[config.mk]
export PLATFORM = sky130hd
export DESIGN_NAME = pba_cfg_regs
export DESIGN_NICKNAME = d
export VERILOG_FILES = /design/src/hdl/pixelize_block_average_unit_defines.svh /design/src/hdl/pba_pkg.sv /design/src/hdl/pba_cfg_regs.sv
export SDC_FILE = /design/constraint.sdc
export NUM_CORES = 1
export LEC_CHECK = 0
export ABC_CLOCK_PERIOD_IN_PS = 2800
export BUFFER_PORTS_ARGS = -buffer_cell sky130_fd_sc_hd__buf_2
export CAP_MARGIN = 25
export CORE_MARGIN = 5
export CORE_UTILIZATION = 47
export CTS_BUF_LIST = sky130_fd_sc_hd__clkbuf_4 sky130_fd_sc_hd__clkbuf_8 sky130_fd_sc_hd__clkbuf_16
export DETAILED_ROUTE_END_ITERATION = 16
export GPL_ROUTABILITY_DRIVEN = 0
export PLACE_DENSITY = 0.89
export SKIP_LAST_GASP = 1
export SYNTH_ARGS = -nofsm -noshare
export SYNTH_HDL_FRONTEND = slang
export SYNTH_SLANG_ARGS = --single-unit
[constraint.sdc]
create_clock -name clk -period 2.8 [get_ports clk]
set_clock_uncertainty 0.15 [all_clocks]
set_input_delay 0.56 -clock clk [delete_from_list [all_inputs] [get_ports clk]]
set_output_delay 0.56 -clock clk [all_outputs]
set_load 0.03 [all_outputs]
[src/hdl/pixelize_block_average_unit_defines.svh]
// Assertion macros shared by the pixelize block average unit.
`ifndef PIXELIZE_BLOCK_AVERAGE_UNIT_DEFINES_SVH
`define PIXELIZE_BLOCK_AVERAGE_UNIT_DEFINES_SVH
`ifndef SYNTH
`define PBA_ASSERT(lbl, prop, msg) \
    lbl: assert property (@(posedge clk) disable iff (!rst_n) prop) else $error(msg);
`define PBA_ASSERT_ALWAYS(lbl, prop, msg) \
    lbl: assert property (@(posedge clk) prop) else $error(msg);
`else
`define PBA_ASSERT(lbl, prop, msg)
`define PBA_ASSERT_ALWAYS(lbl, prop, msg)
`endif
`endif

[src/hdl/pba_pkg.sv]
// Package with the constants, types and helpers of the pixelize block average unit.
package pba_pkg;

    localparam int SUM_W          = 20;
    localparam int BYTE_W         = 8;
    localparam int NUM_IN         = 4;
    localparam int ROW_LIMIT      = 4096;
    localparam int ROW_W          = 12;
    localparam int IDX_W          = 12;
    localparam int IMG_REG_W      = 13;
    localparam int TILE_REG_W     = 7;
    localparam int APB_ADDR_W     = 4;
    localparam int APB_DATA_W     = 32;
    localparam int AVG_MAX        = 255;

    localparam int DEF_MAX_WIDTH  = 4096;
    localparam int DEF_CHANNELS   = 4;
    localparam int DEF_MAX_TILE   = 64;

    localparam logic [IMG_REG_W-1:0]  RST_IMAGE_WIDTH  = IMG_REG_W'(640);
    localparam logic [IMG_REG_W-1:0]  RST_IMAGE_HEIGHT = IMG_REG_W'(480);
    localparam logic [TILE_REG_W-1:0] RST_TILE_WIDTH   = TILE_REG_W'(10);
    localparam logic [TILE_REG_W-1:0] RST_TILE_HEIGHT  = TILE_REG_W'(10);

    typedef enum logic [1:0]
    {
        REG_IMAGE_WIDTH,
        REG_IMAGE_HEIGHT,
        REG_TILE_WIDTH,
        REG_TILE_HEIGHT
    } reg_idx_t;

    typedef struct packed
    {
        logic [IMG_REG_W-1:0]  image_width;
        logic [IMG_REG_W-1:0]  image_height;
        logic [TILE_REG_W-1:0] tile_width;
        logic [TILE_REG_W-1:0] tile_height;
    } pba_cfg_t;

    typedef enum logic [1:0]
    {
        ST_IDLE,
        ST_ACC,
        ST_DIV
    } pba_state_t;

    // Largest counter value for a size register: zero acts as one, large values clip.
    function automatic logic [31:0] bound_m1(logic [31:0] v, logic [31:0] hi);
        logic [31:0] r;
        if (v == 32'd0)
            r = 32'd0;
        else if (v > hi)
            r = hi - 32'd1;
        else
            r = v - 32'd1;
        return r;
    endfunction

endpackage

[src/hdl/pba_cfg_regs.sv]
// APB configuration registers for image and tile size.
module pba_cfg_regs
    import pba_pkg::*;
(
    input  logic                  clk,
    input  logic                  rst_n,
    input  logic                  psel,
    input  logic                  penable,
    input  logic                  pwrite,
    input  logic [APB_ADDR_W-1:0] paddr,
    input  logic [APB_DATA_W-1:0] pwdata,
    output logic [APB_DATA_W-1:0] prdata,
    output logic                  pready,
    output pba_cfg_t              cfg
);

    pba_cfg_t cfg_reg;
    reg_idx_t idx;

    assign idx    = reg_idx_t'(paddr[3:2]);
    assign pready = 1'b1;
    assign cfg    = cfg_reg;

    always_ff @(posedge clk or negedge rst_n)
    begin
        if (!rst_n)
        begin
            cfg_reg.image_width  <= RST_IMAGE_WIDTH;
            cfg_reg.image_height <= RST_IMAGE_HEIGHT;
            cfg_reg.tile_width   <= RST_TILE_WIDTH;
            cfg_reg.tile_height  <= RST_TILE_HEIGHT;
        end
        else if (psel && penable && pwrite)
        begin
            case (idx)
                REG_IMAGE_WIDTH:  cfg_reg.image_width  <= pwdata[IMG_REG_W-1:0];
                REG_IMAGE_HEIGHT: cfg_reg.image_height <= pwdata[IMG_REG_W-1:0];
                REG_TILE_WIDTH:   cfg_reg.tile_width   <= pwdata[TILE_REG_W-1:0];
                REG_TILE_HEIGHT:  cfg_reg.tile_height  <= pwdata[TILE_REG_W-1:0];
                default:          cfg_reg <= cfg_reg;
            endcase
        end
    end

    always_comb
    begin
        case (idx)
            REG_IMAGE_WIDTH:  prdata = APB_DATA_W'(cfg_reg.image_width);
            REG_IMAGE_HEIGHT: prdata = APB_DATA_W'(cfg_reg.image_height);
            REG_TILE_WIDTH:   prdata = APB_DATA_W'(cfg_reg.tile_width);
            REG_TILE_HEIGHT:  prdata = APB_DATA_W'(cfg_reg.tile_height);
            default:          prdata = '0;
        endcase
    end

endmodule

==> results.py <==
metrics = {
    "run_status": {
        "status": "finished, final reports clean",
    },
    "clock_network": {
        "htree_num_levels": 2,
        "post_cts.resized_instances": 0,
        "max-clock-path-buffers": 2,
        "cts_buffers": 5,
        "clock_transition_at_path_regs_ps": 80,
        "cts.root.buffer_cell": "sky130_fd_sc_hd__clkbuf_8",
        "clk_latency_ps": 290,
        "clock_tree_from_tritoncts": "yes",
        "postCtsSetupRepairBufs": 0,
        "cts.hold.buffers_added": 0,
        "tritoncts_num_sinks": 40,
    },
    "placed_design": {
        "dp.final_hpwl_um": 3330,
        "io_buffer_count": 72,
    },
    "power_and_ir_drop": {
        "switching_power_uw": 851,
        "totalPowerFinal_uw": 2080,
        "power-per-cell-area_nw_per_um2": 866,
        "p_leak_uw": 0.00125,
        "power.share.sequential": 0.403,
        "internal-power_uw": 1230,
        "vdd_drop_max_mv": 0.495,
        "power.switching_fraction": 0.408,
        "pwr-share-comb": 0.412,
        "pwr-share-clk": 0.185,
    },
    "routing": {
        "drt.antenna.violating_nets": 0,
        "postRouteWirelength_um": 4510,
        "detail_route.vias_per_cell": 5.05,
        "wl_per_cell_um": 17.4,
        "detail_route.first_pass.iterations": 4,
        "number_of_remaining_drc_errors": 0,
        "via_count": 1307,
        "drt_iter0_markers": 35,
    },
    "floorplan": {
        "pin_count": 114,
        "num_rows": 23,
        "floorplan.initialDensity": 0.494,
        "floorplan.die_area_sq_um": 5670,
        "die_x_um": 75.3,
        "core_area_sq_um": 4060,
        "dieHeight_um": 75.3,
    },
    "sta": {
        "post-route-min-period_ps": 2430,
        "setup_violations": 0,
        "setup-tns-final_ps": 0,
        "report.final.slew_viol_count": 0,
        "final-hold-violation-count": 0,
        "worst_slew_margin_rel": 0.413,
        "worst-slew-pin-transition_ps": 880,
        "timing.final.crit_share": 0.869,
        "maxClockFrequency_mhz": 411,
        "fin_worst_hold_slack_ps": 236,
        "setup_repair_after_global_routing_missed_its_margin": "false",
    },
    "logic_synthesis": {
        "synth_area_per_cell_sq_um": 14.7,
        "yosysSeqAreaShare": 0.506,
        "ys_ff_latch": 40,
        "synthCells": 136,
        "synthDistinctLibCells": 21,
        "ys_warn_count": 0,
        "synthesis.area_sq_um": 2000,
    },
    "cells_and_area": {
        "largest_register_ff_count": 40,
        "share_of_post_route_cells_with_drive_strength_above_1": 0.675,
        "design.final.nets": 249,
        "final_core_util": 0.593,
        "layout-area-overhead-vs-synth_pct": 20.1,
        "num_antenna_cells": 0,
    },
    "grt": {
        "grt_use_total": 0.163,
        "vias_in_the_first_global_route": 1353,
        "grt_pass1_wl_um": 6760,
        "antenna_found_initial": 0,
        "overflow_left_after_global_routing": 0,
        "grt_max_degree": 41,
    },
    "worst_setup_path": {
        "worst_path_largest_cell_delay_ps": 620,
        "cp-end-kind": "primary output",
        "start_kind": "input pin",
        "critical_path_start_end_classification": "input pin to primary output",
        "critical_path.slowest_cell": "sky130_fd_sc_hd__mux4_1",
        "crit_chain": "buf_2 -> mux4_1 -> buf_2",
        "worstPathMaxFanout": 13,
        "worst_ep_arrival_time_ps": 1720,
        "crit_required_ps": 2090,
        "critPathMostFrequentCell": "sky130_fd_sc_hd__buf_2",
    },
    "min_path": {
        "hold_class": "input pin to asynchronous set/reset pin",
    },
    "flow_run": {
        "drv_cap": 0,
    },
}
-- metal layers --
metal	wire, um	global-route usage	vias up
li1	-	-	580
met3	385	0.0441	5
met5	0	0	-
met2	2200	0.252	61
met1	1870	0.219	661
met4	55	0.0602	0
-- final cells by class --
type	instances	area, sq um
Tap cell	50	62.6
Multi-Input combinational cell	85	855
Fill cell	327	1650
Timing Repair Buffer	75	383
Sequential cell	40	1010
Clock buffer	7	83.8
Clock inverter	1	5.00
Inverter	1	3.75
-- final timing paths --
kind	slack (ps)	from	cells after the start	endpoint
max reg2reg	1870	cfg[5]	1	cfg[5]
min reg2reg	380	cfg[2]	1	cfg[2]
max	370	paddr[2]	3	prdata[5]
min in group clk	370	pwdata[12]	2	cfg[39]
min	240	rst_n	1	cfg[37]
max in group asynchronous	1700	rst_n	1	cfg[9]
-- worst max-delay path: cells and delay by family --
| family | cells | cell delay [ps] |
|---|---|---|
| multiplexers | 1 | 620 |
| buffers and inverters | 2 | 550 |
-- power groups by stage --
stage / clock network (uW) / registers [uW] / logic [uW]
floorplan: 0 / 1110 / 365
global placement: 0 / 838 / 848
detailed placement: 0 / 848 / 868
CTS: 396 / 841 / 869
global route: 423 / 861 / 900
finish: 386 / 839 / 858
-- stage by stage --
stage | area (sq um) | setup slack [ps] | instances
global route | 2410 | 302 | 259
finish | 2410 | 367 | 259
global placement | 2320 | 349 | 251
floorplan | 2070 | 521 | 154
detailed placement | 2320 | 354 | 251
CTS | 2410 | 336 | 259
-- cells in the final DEF, fill, tap and decap left out, drive strengths merged --
cell type,instances
buf,75
mux2,40
dfrtp,30
conb,20
dfstp,10
nor2,7
clkbuf,7
mux4,7
mux2i,6
nand3,1
nor3,1
inv,1
or3,1
nand4,1
or2,1
clkinv,1
-- cells by family after synthesis --
kind of cell	share of synthesized area
buffers and inverters	0.104
DFF	0.506
muxes	0.358
other	0.00375
and+or+nand+nor	0.0287
-- cell usage after synthesis --
library cell                n  area share
sky130_fd_sc_hd__dfrtp_1   30        0.37
sky130_fd_sc_hd__mux2_2    30        0.17
sky130_fd_sc_hd__buf_4     21       0.079
sky130_fd_sc_hd__dfstp_2   10        0.13
sky130_fd_sc_hd__mux2_4    10       0.075
sky130_fd_sc_hd__mux2i_1    6       0.030
sky130_fd_sc_hd__nor2_1     6       0.011
sky130_fd_sc_hd__mux4_2     4       0.045
sky130_fd_sc_hd__buf_2      3      0.0075
sky130_fd_sc_hd__mux4_1     3       0.039
sky130_fd_sc_hd__buf_6      2       0.011
sky130_fd_sc_hd__conb_1     2      0.0037
sky130_fd_sc_hd__clkbuf_1   1      0.0019
sky130_fd_sc_hd__clkbuf_2   1      0.0025
sky130_fd_sc_hd__inv_2      1      0.0019
sky130_fd_sc_hd__nand3_1    1      0.0025
sky130_fd_sc_hd__nand4_1    1      0.0031
sky130_fd_sc_hd__nor2_2     1      0.0031
sky130_fd_sc_hd__nor3_1     1      0.0025
sky130_fd_sc_hd__or2_2      1      0.0031
sky130_fd_sc_hd__or3_1      1      0.0031
Power figures use the tool's default switching activity.
