===== src/hdl/pixelize_block_average_unit_defines.svh =====
// Assertion macros shared by the pixelize block average unit.
`ifndef PIXELIZE_BLOCK_AVERAGE_UNIT_DEFINES_SVH
`define PIXELIZE_BLOCK_AVERAGE_UNIT_DEFINES_SVH
`ifndef SYNTH
`define PBA_ASSERT(lbl, prop, msg) \
    lbl: assert property (@(posedge clk) disable iff (!rst_n) prop) else $error(msg);
`define PBA_ASSERT_ALWAYS(lbl, prop, msg) \
    lbl: assert property (@(posedge clk) prop) else $error(msg);
`else
`define PBA_ASSERT(lbl, prop, msg)
`define PBA_ASSERT_ALWAYS(lbl, prop, msg)
`endif
`endif


===== src/hdl/pba_pkg.sv =====
// Package with the constants, types and helpers of the pixelize block average unit.
package pba_pkg;

    localparam int SUM_W          = 20;
    localparam int BYTE_W         = 8;
    localparam int NUM_IN         = 4;
    localparam int ROW_LIMIT      = 4096;
    localparam int ROW_W          = 12;
    localparam int IDX_W          = 12;
    localparam int IMG_REG_W      = 13;
    localparam int TILE_REG_W     = 7;
    localparam int APB_ADDR_W     = 4;
    localparam int APB_DATA_W     = 32;
    localparam int AVG_MAX        = 255;

    localparam int DEF_MAX_WIDTH  = 4096;
    localparam int DEF_CHANNELS   = 4;
    localparam int DEF_MAX_TILE   = 64;

    localparam logic [IMG_REG_W-1:0]  RST_IMAGE_WIDTH  = IMG_REG_W'(640);
    localparam logic [IMG_REG_W-1:0]  RST_IMAGE_HEIGHT = IMG_REG_W'(480);
    localparam logic [TILE_REG_W-1:0] RST_TILE_WIDTH   = TILE_REG_W'(10);
    localparam logic [TILE_REG_W-1:0] RST_TILE_HEIGHT  = TILE_REG_W'(10);

    typedef enum logic [1:0]
    {
        REG_IMAGE_WIDTH,
        REG_IMAGE_HEIGHT,
        REG_TILE_WIDTH,
        REG_TILE_HEIGHT
    } reg_idx_t;

    typedef struct packed
    {
        logic [IMG_REG_W-1:0]  image_width;
        logic [IMG_REG_W-1:0]  image_height;
        logic [TILE_REG_W-1:0] tile_width;
        logic [TILE_REG_W-1:0] tile_height;
    } pba_cfg_t;

    typedef enum logic [1:0]
    {
        ST_IDLE,
        ST_ACC,
        ST_DIV
    } pba_state_t;

    // Largest counter value for a size register: zero acts as one, large values clip.
    function automatic logic [31:0] bound_m1(logic [31:0] v, logic [31:0] hi);
        logic [31:0] r;
        if (v == 32'd0)
            r = 32'd0;
        else if (v > hi)
            r = hi - 32'd1;
        else
            r = v - 32'd1;
        return r;
    endfunction

endpackage


===== src/hdl/pba_divider.sv =====
// Restoring divider, one quotient bit per cycle for all lanes, result saturated to a byte.
module pba_divider
    import pba_pkg::*;
#(
    parameter int LANES = DEF_CHANNELS,
    parameter int DIV_W = 14
)
(
    input  logic              clk,
    input  logic              rst_n,
    input  logic              start,
    input  logic [SUM_W-1:0]  dividend [LANES],
    input  logic [DIV_W-1:0]  divisor,
    output logic              done,
    output logic [BYTE_W-1:0] quot [LANES]
);

    localparam int STEP_W = $clog2(SUM_W);

    logic              busy_reg, busy_next;
    logic              done_reg, done_next;
    logic [STEP_W-1:0] step_reg, step_next;
    logic [DIV_W-1:0]  div_reg;
    logic [SUM_W-1:0]  num_reg [LANES];
    logic [DIV_W-1:0]  rem_reg [LANES];
    logic [SUM_W-1:0]  num_next [LANES];
    logic [DIV_W-1:0]  rem_next [LANES];

    always_comb
    begin
        busy_next = busy_reg;
        done_next = done_reg;
        step_next = step_reg;
        if (start)
        begin
            busy_next = 1'b1;
            done_next = 1'b0;
            step_next = '0;
        end
        else if (busy_reg)
        begin
            step_next = step_reg + 1'b1;
            if (step_reg == STEP_W'(SUM_W - 1))
            begin
                busy_next = 1'b0;
                done_next = 1'b1;
            end
        end
    end

    always_comb
    begin
        logic [DIV_W:0] trial;
        for (int l = 0; l < LANES; l++)
        begin
            trial = {rem_reg[l], num_reg[l][SUM_W-1]};
            if (trial >= {1'b0, div_reg})
            begin
                rem_next[l] = DIV_W'(trial - {1'b0, div_reg});
                num_next[l] = {num_reg[l][SUM_W-2:0], 1'b1};
            end
            else
            begin
                rem_next[l] = trial[DIV_W-1:0];
                num_next[l] = {num_reg[l][SUM_W-2:0], 1'b0};
            end
        end
    end

    always_ff @(posedge clk or negedge rst_n)
    begin
        if (!rst_n)
        begin
            busy_reg <= 1'b0;
            done_reg <= 1'b0;
            step_reg <= '0;
        end
        else
        begin
            busy_reg <= busy_next;
            done_reg <= done_next;
            step_reg <= step_next;
        end
    end

    always_ff @(posedge clk)
    begin
        if (start)
        begin
            div_reg <= divisor;
            for (int l = 0; l < LANES; l++)
            begin
                num_reg[l] <= dividend[l];
                rem_reg[l] <= '0;
            end
        end
        else if (busy_reg)
        begin
            for (int l = 0; l < LANES; l++)
            begin
                num_reg[l] <= num_next[l];
                rem_reg[l] <= rem_next[l];
            end
        end
    end

    assign done = done_reg;

    always_comb
    begin
        for (int l = 0; l < LANES; l++)
            quot[l] = (num_reg[l] > SUM_W'(AVG_MAX)) ? BYTE_W'(AVG_MAX) : num_reg[l][BYTE_W-1:0];
    end

endmodule


===== config.mk =====
export PLATFORM = sky130hd
export DESIGN_NAME = pba_divider
export DESIGN_NICKNAME = d
export VERILOG_FILES = /design/src/hdl/pixelize_block_average_unit_defines.svh /design/src/hdl/pba_pkg.sv /design/src/hdl/pba_divider.sv
export SDC_FILE = /design/constraint.sdc
export NUM_CORES = 1
export LEC_CHECK = 0
export ABC_AREA = 0
export BUFFER_PORTS_ARGS = -buffer_cell sky130_fd_sc_hd__buf_2
export CAP_MARGIN = 20
export CORE_MARGIN = 2
export CORE_UTILIZATION = 53
export CTS_BUF_LIST = sky130_fd_sc_hd__clkbuf_8 sky130_fd_sc_hd__clkbuf_16
export CTS_CLUSTER_DIAMETER = 50
export CTS_CLUSTER_SIZE = 12
export DETAILED_ROUTE_END_ITERATION = 8
export PLACE_DENSITY = 0.73
export SKIP_CTS_REPAIR_TIMING = 1
export SLEW_MARGIN = 20
export SYNTH_ARGS = -nofsm -noshare
export SYNTH_HDL_FRONTEND = slang
export SYNTH_SLANG_ARGS = --single-unit

===== constraint.sdc =====
create_clock -name clk -period 3.01 [get_ports clk]
set_clock_uncertainty 0.1 [all_clocks]
set_input_delay 0.301 -clock clk [delete_from_list [all_inputs] [get_ports clk]]
set_output_delay 0.301 -clock clk [all_outputs]
set_load 0.03 [all_outputs]

==> flow_summary.json <==
{
  "status": "finished, final reports clean",
  "crit_slowest_cell": "or4_4",
  "postSynthCellCount": 1091,
  "finalSetupViolations": 0,
  "synth.most_common_cell": "nand2_1",
  "critical_path_class": "register to register",
  "n_fill_cell": 1538,
  "finalCriticalPeriod_ns": 2.905,
  "clock-sinks": 157,
  "fin_ws_ns": 0.1053,
  "synth-seq-cells": 157,
  "portBuffers": 129,
  "num_io_pins": 130,
  "final_area_sq_um": 12160,
  "drtPass1Iterations": 5,
  "netlist_area_sq_um": 10130,
  "overflow": 0,
  "start_kind": "register",
  "cap_violations": 0,
  "ys_types": 68,
  "min_from": "dividend[52]",
  "r2r-end": "rem_reg[0][1]",
  "post-route-util": 0.6502,
  "async_flop_share": 0.04459,
  "crit_start": "div_reg[1]",
  "power_density_nw_per_um2": 789.7,
  "die_area_sq_um": 20230,
  "die_width_um": 142.2,
  "synth_ff_type": "edfxtp_1",
  "cp.arrival_ns": 3.07,
  "yosysSeqAreaShare": 0.4621,
  "dp.final_hpwl_mm": 17.89,
  "synth_fp_nets": 1249,
  "yosys_warnings": 0,
  "cts_tree": "built",
  "r2r_start": "div_reg[1]",
  "worst_hold_slack_ns": 0.02423,
  "drt-vias-per-instance": 5.754,
  "fin_tns_setup_ns": 0,
  "root_buffer": "clkbuf_16",
  "max_freq_mhz": 344.3,
  "core_area_sq_um": 18710,
  "maxSlewViolCount": 0,
  "ir_drop_mv": 0.5049,
  "first_global_vias": 8043,
  "leakagePower_nw": 5.516,
  "cts_buffers": 17,
  "gp_congestion": 0.8816,
  "start_util": 0.5413,
  "htreeDepth": 4,
  "remaining_drc_errors": 0,
  "drt_iter0_markers": 545,
  "grt_antenna_before_repair": 1,
  "whs_endpoint": "num_reg[1][12]",
  "crit_chain": "inv_2 > ha_4 > nor2b_1 > o2111ai_2 > a21oi_2 > or4_4 > a311oi_4 > buf_6 > mux2i_1",
  "cp.required_ns": 3.18,
  "holdPathStages": 3,
  "layout.nets": 1419,
  "grt_max_degree": 78,
  "rr_worst_depth": 9,
  "synth_area_per_cell_sq_um": 9.281,
  "cts.clk_slew.worst_paths_ns": 0.07,
  "clockBufferDepth": 2,
  "tightest_slew_ns": 0.9674,
  "rsz0062_at_grt": "false",
  "critPathMaxFanout": 8,
  "clock_latency_ns": 0.43,
  "fin_crit_sh": 0.9650,
  "largest_reg_flops": 80,
  "postPlaceCellArea_sq_um": 11380,
  "max-slew-margin-rel": 0.3527,
  "synth_top_area_cell": "edfxtp_1",
  "synthTopCellsByArea": "edfxtp_1, nand2_1, ha_1, a21oi_1, nand3_1",
  "grt_pass1_wl_mm": 39.94,
  "num_vias": 8683,
  "grt_use_total": 0.2510,
  "hold_violations": 0,
  "min_path_type": "input port to register",
  "synth-edff-count": 150,
  "routed_wl_mm": 25.14,
  "rows": 50,
  "synth_top_area_frac": 0.4448,
  "synth_commonest_cells": "nand2_1, edfxtp_1, a21oi_1, ha_1, nand3_1",
  "antenna_left": 0,
  "area_delta_synth_final_pct": 20.10,
  "rrSetupSlack_ns": 0.11,
  "layout-drive-gt1-share": 0.2190,
  "die_h_um": 142.2,
  "max_stage_delay_ns": 0.50,
  "dp_slack_ns": 0.04411,
  "wl_per_cell_um": 16.66,
  "endpoint_kind": "register"
}
[layer usage]
metal / vias to the layer above / GRT usage / share of wire / wire [um]
li1: 4317 / - / - / -
met3: 50 / 0.05720 / 0.072 / 1806
met5: - / 0 / 0 / 0
met2: 306 / 0.3791 / 0.44 / 11160
met4: 0 / 0.09947 / 0.030 / 760
met1: 4010 / 0.3528 / 0.45 / 11410
[cell usage in the layout (no fill, tap or decap), types with 5 or more instances in the layout]
master and instances:
a211oi_1 6, a21o_1 15, a21oi_1 61, a31oi_1 6, and2_1 7, and3_1 10
buf_12 5, buf_2 129, buf_4 49, clkbuf_16 17, dfrtp_1 7, dlygate4sd3_1 15
edfxtp_1 150, ha_1 55, inv_1 26, inv_6 6, mux2i_1 20, nand2_1 281
nand2b_1 14, nand3_1 53, nand4_1 19, nor2_1 39, nor2b_1 19, nor3_1 17
nor4_1 12, o211ai_1 7, o21a_1 8, o21ai_0 47, o22ai_1 5, o31a_1 6
o31ai_1 10, or2_2 40, or3_1 6, xnor2_1 11, xor2_1 13
[where the power goes]
part,total [W],switching [W],internal (W)
clock network,0.00219,0.000982,0.00121
logic,0.00415,0.00233,0.00183
registers,0.00326,0.000296,0.00297
total,0.00960,0.00360,0.00600
[worst max-delay path by stage]
stage	to	slack (ns)	cells past startpoint
floorplan	rem_reg[0][7]	0.02	8
global placement	num_reg[0][0]	0.14	8
detailed placement	num_reg[0][0]	0.04	8
CTS	rem_reg[0][1]	0.04	8
global route	rem_reg[2][12]	0.004	9
finish	rem_reg[0][1]	0.11	9
[critical path: cells and delay by family (launching register included)]
kind / cells / cell delay [ns]
AOI/OAI and AO/OA: 3 / 0.79
DFF: 1 / 0.40
adders and majority gates: 1 / 0.22
buffers and inverters: 2 / 0.36
muxes: 1 / 0.22
and+or+nand+nor: 2 / 0.65
[cells by family after synthesis]
group	after synthesis	synth area share
flops	157	0.4621
fa+ha+maj	61	0.07834
simple gates	534	0.2454
mux	23	0.02311
compound gates	216	0.1411
buf+inv	76	0.02916
xor+xnor	24	0.02076
[through the flow]
stage	cells	total power, W
after global placement	1460	0.007248
after detailed placement	1460	0.007312
after CTS	1492	0.009541
final	1509	0.009604
after floorplan	1091	0.006219
after global routing	1508	0.01026
[area by class of cell]
| type | instances | area, sq um | share of cell area |
|---|---|---|---|
| multi-input cells | 858 | 5202 | 0.4278 |
| flip-flops and latches | 157 | 4679 | 0.3848 |
| well taps | 234 | 292.8 | 0.02407 |
| clock inverters | 14 | 165.2 | 0.01358 |
| inverters | 28 | 105.1 | 0.008642 |
| diodes | 1 | 2.502 | 0.0002058 |
| clock buffers | 18 | 439.2 | 0.03611 |
| repair buffers | 199 | 1275 | 0.1048 |
Power figures use the tool's default switching activity.
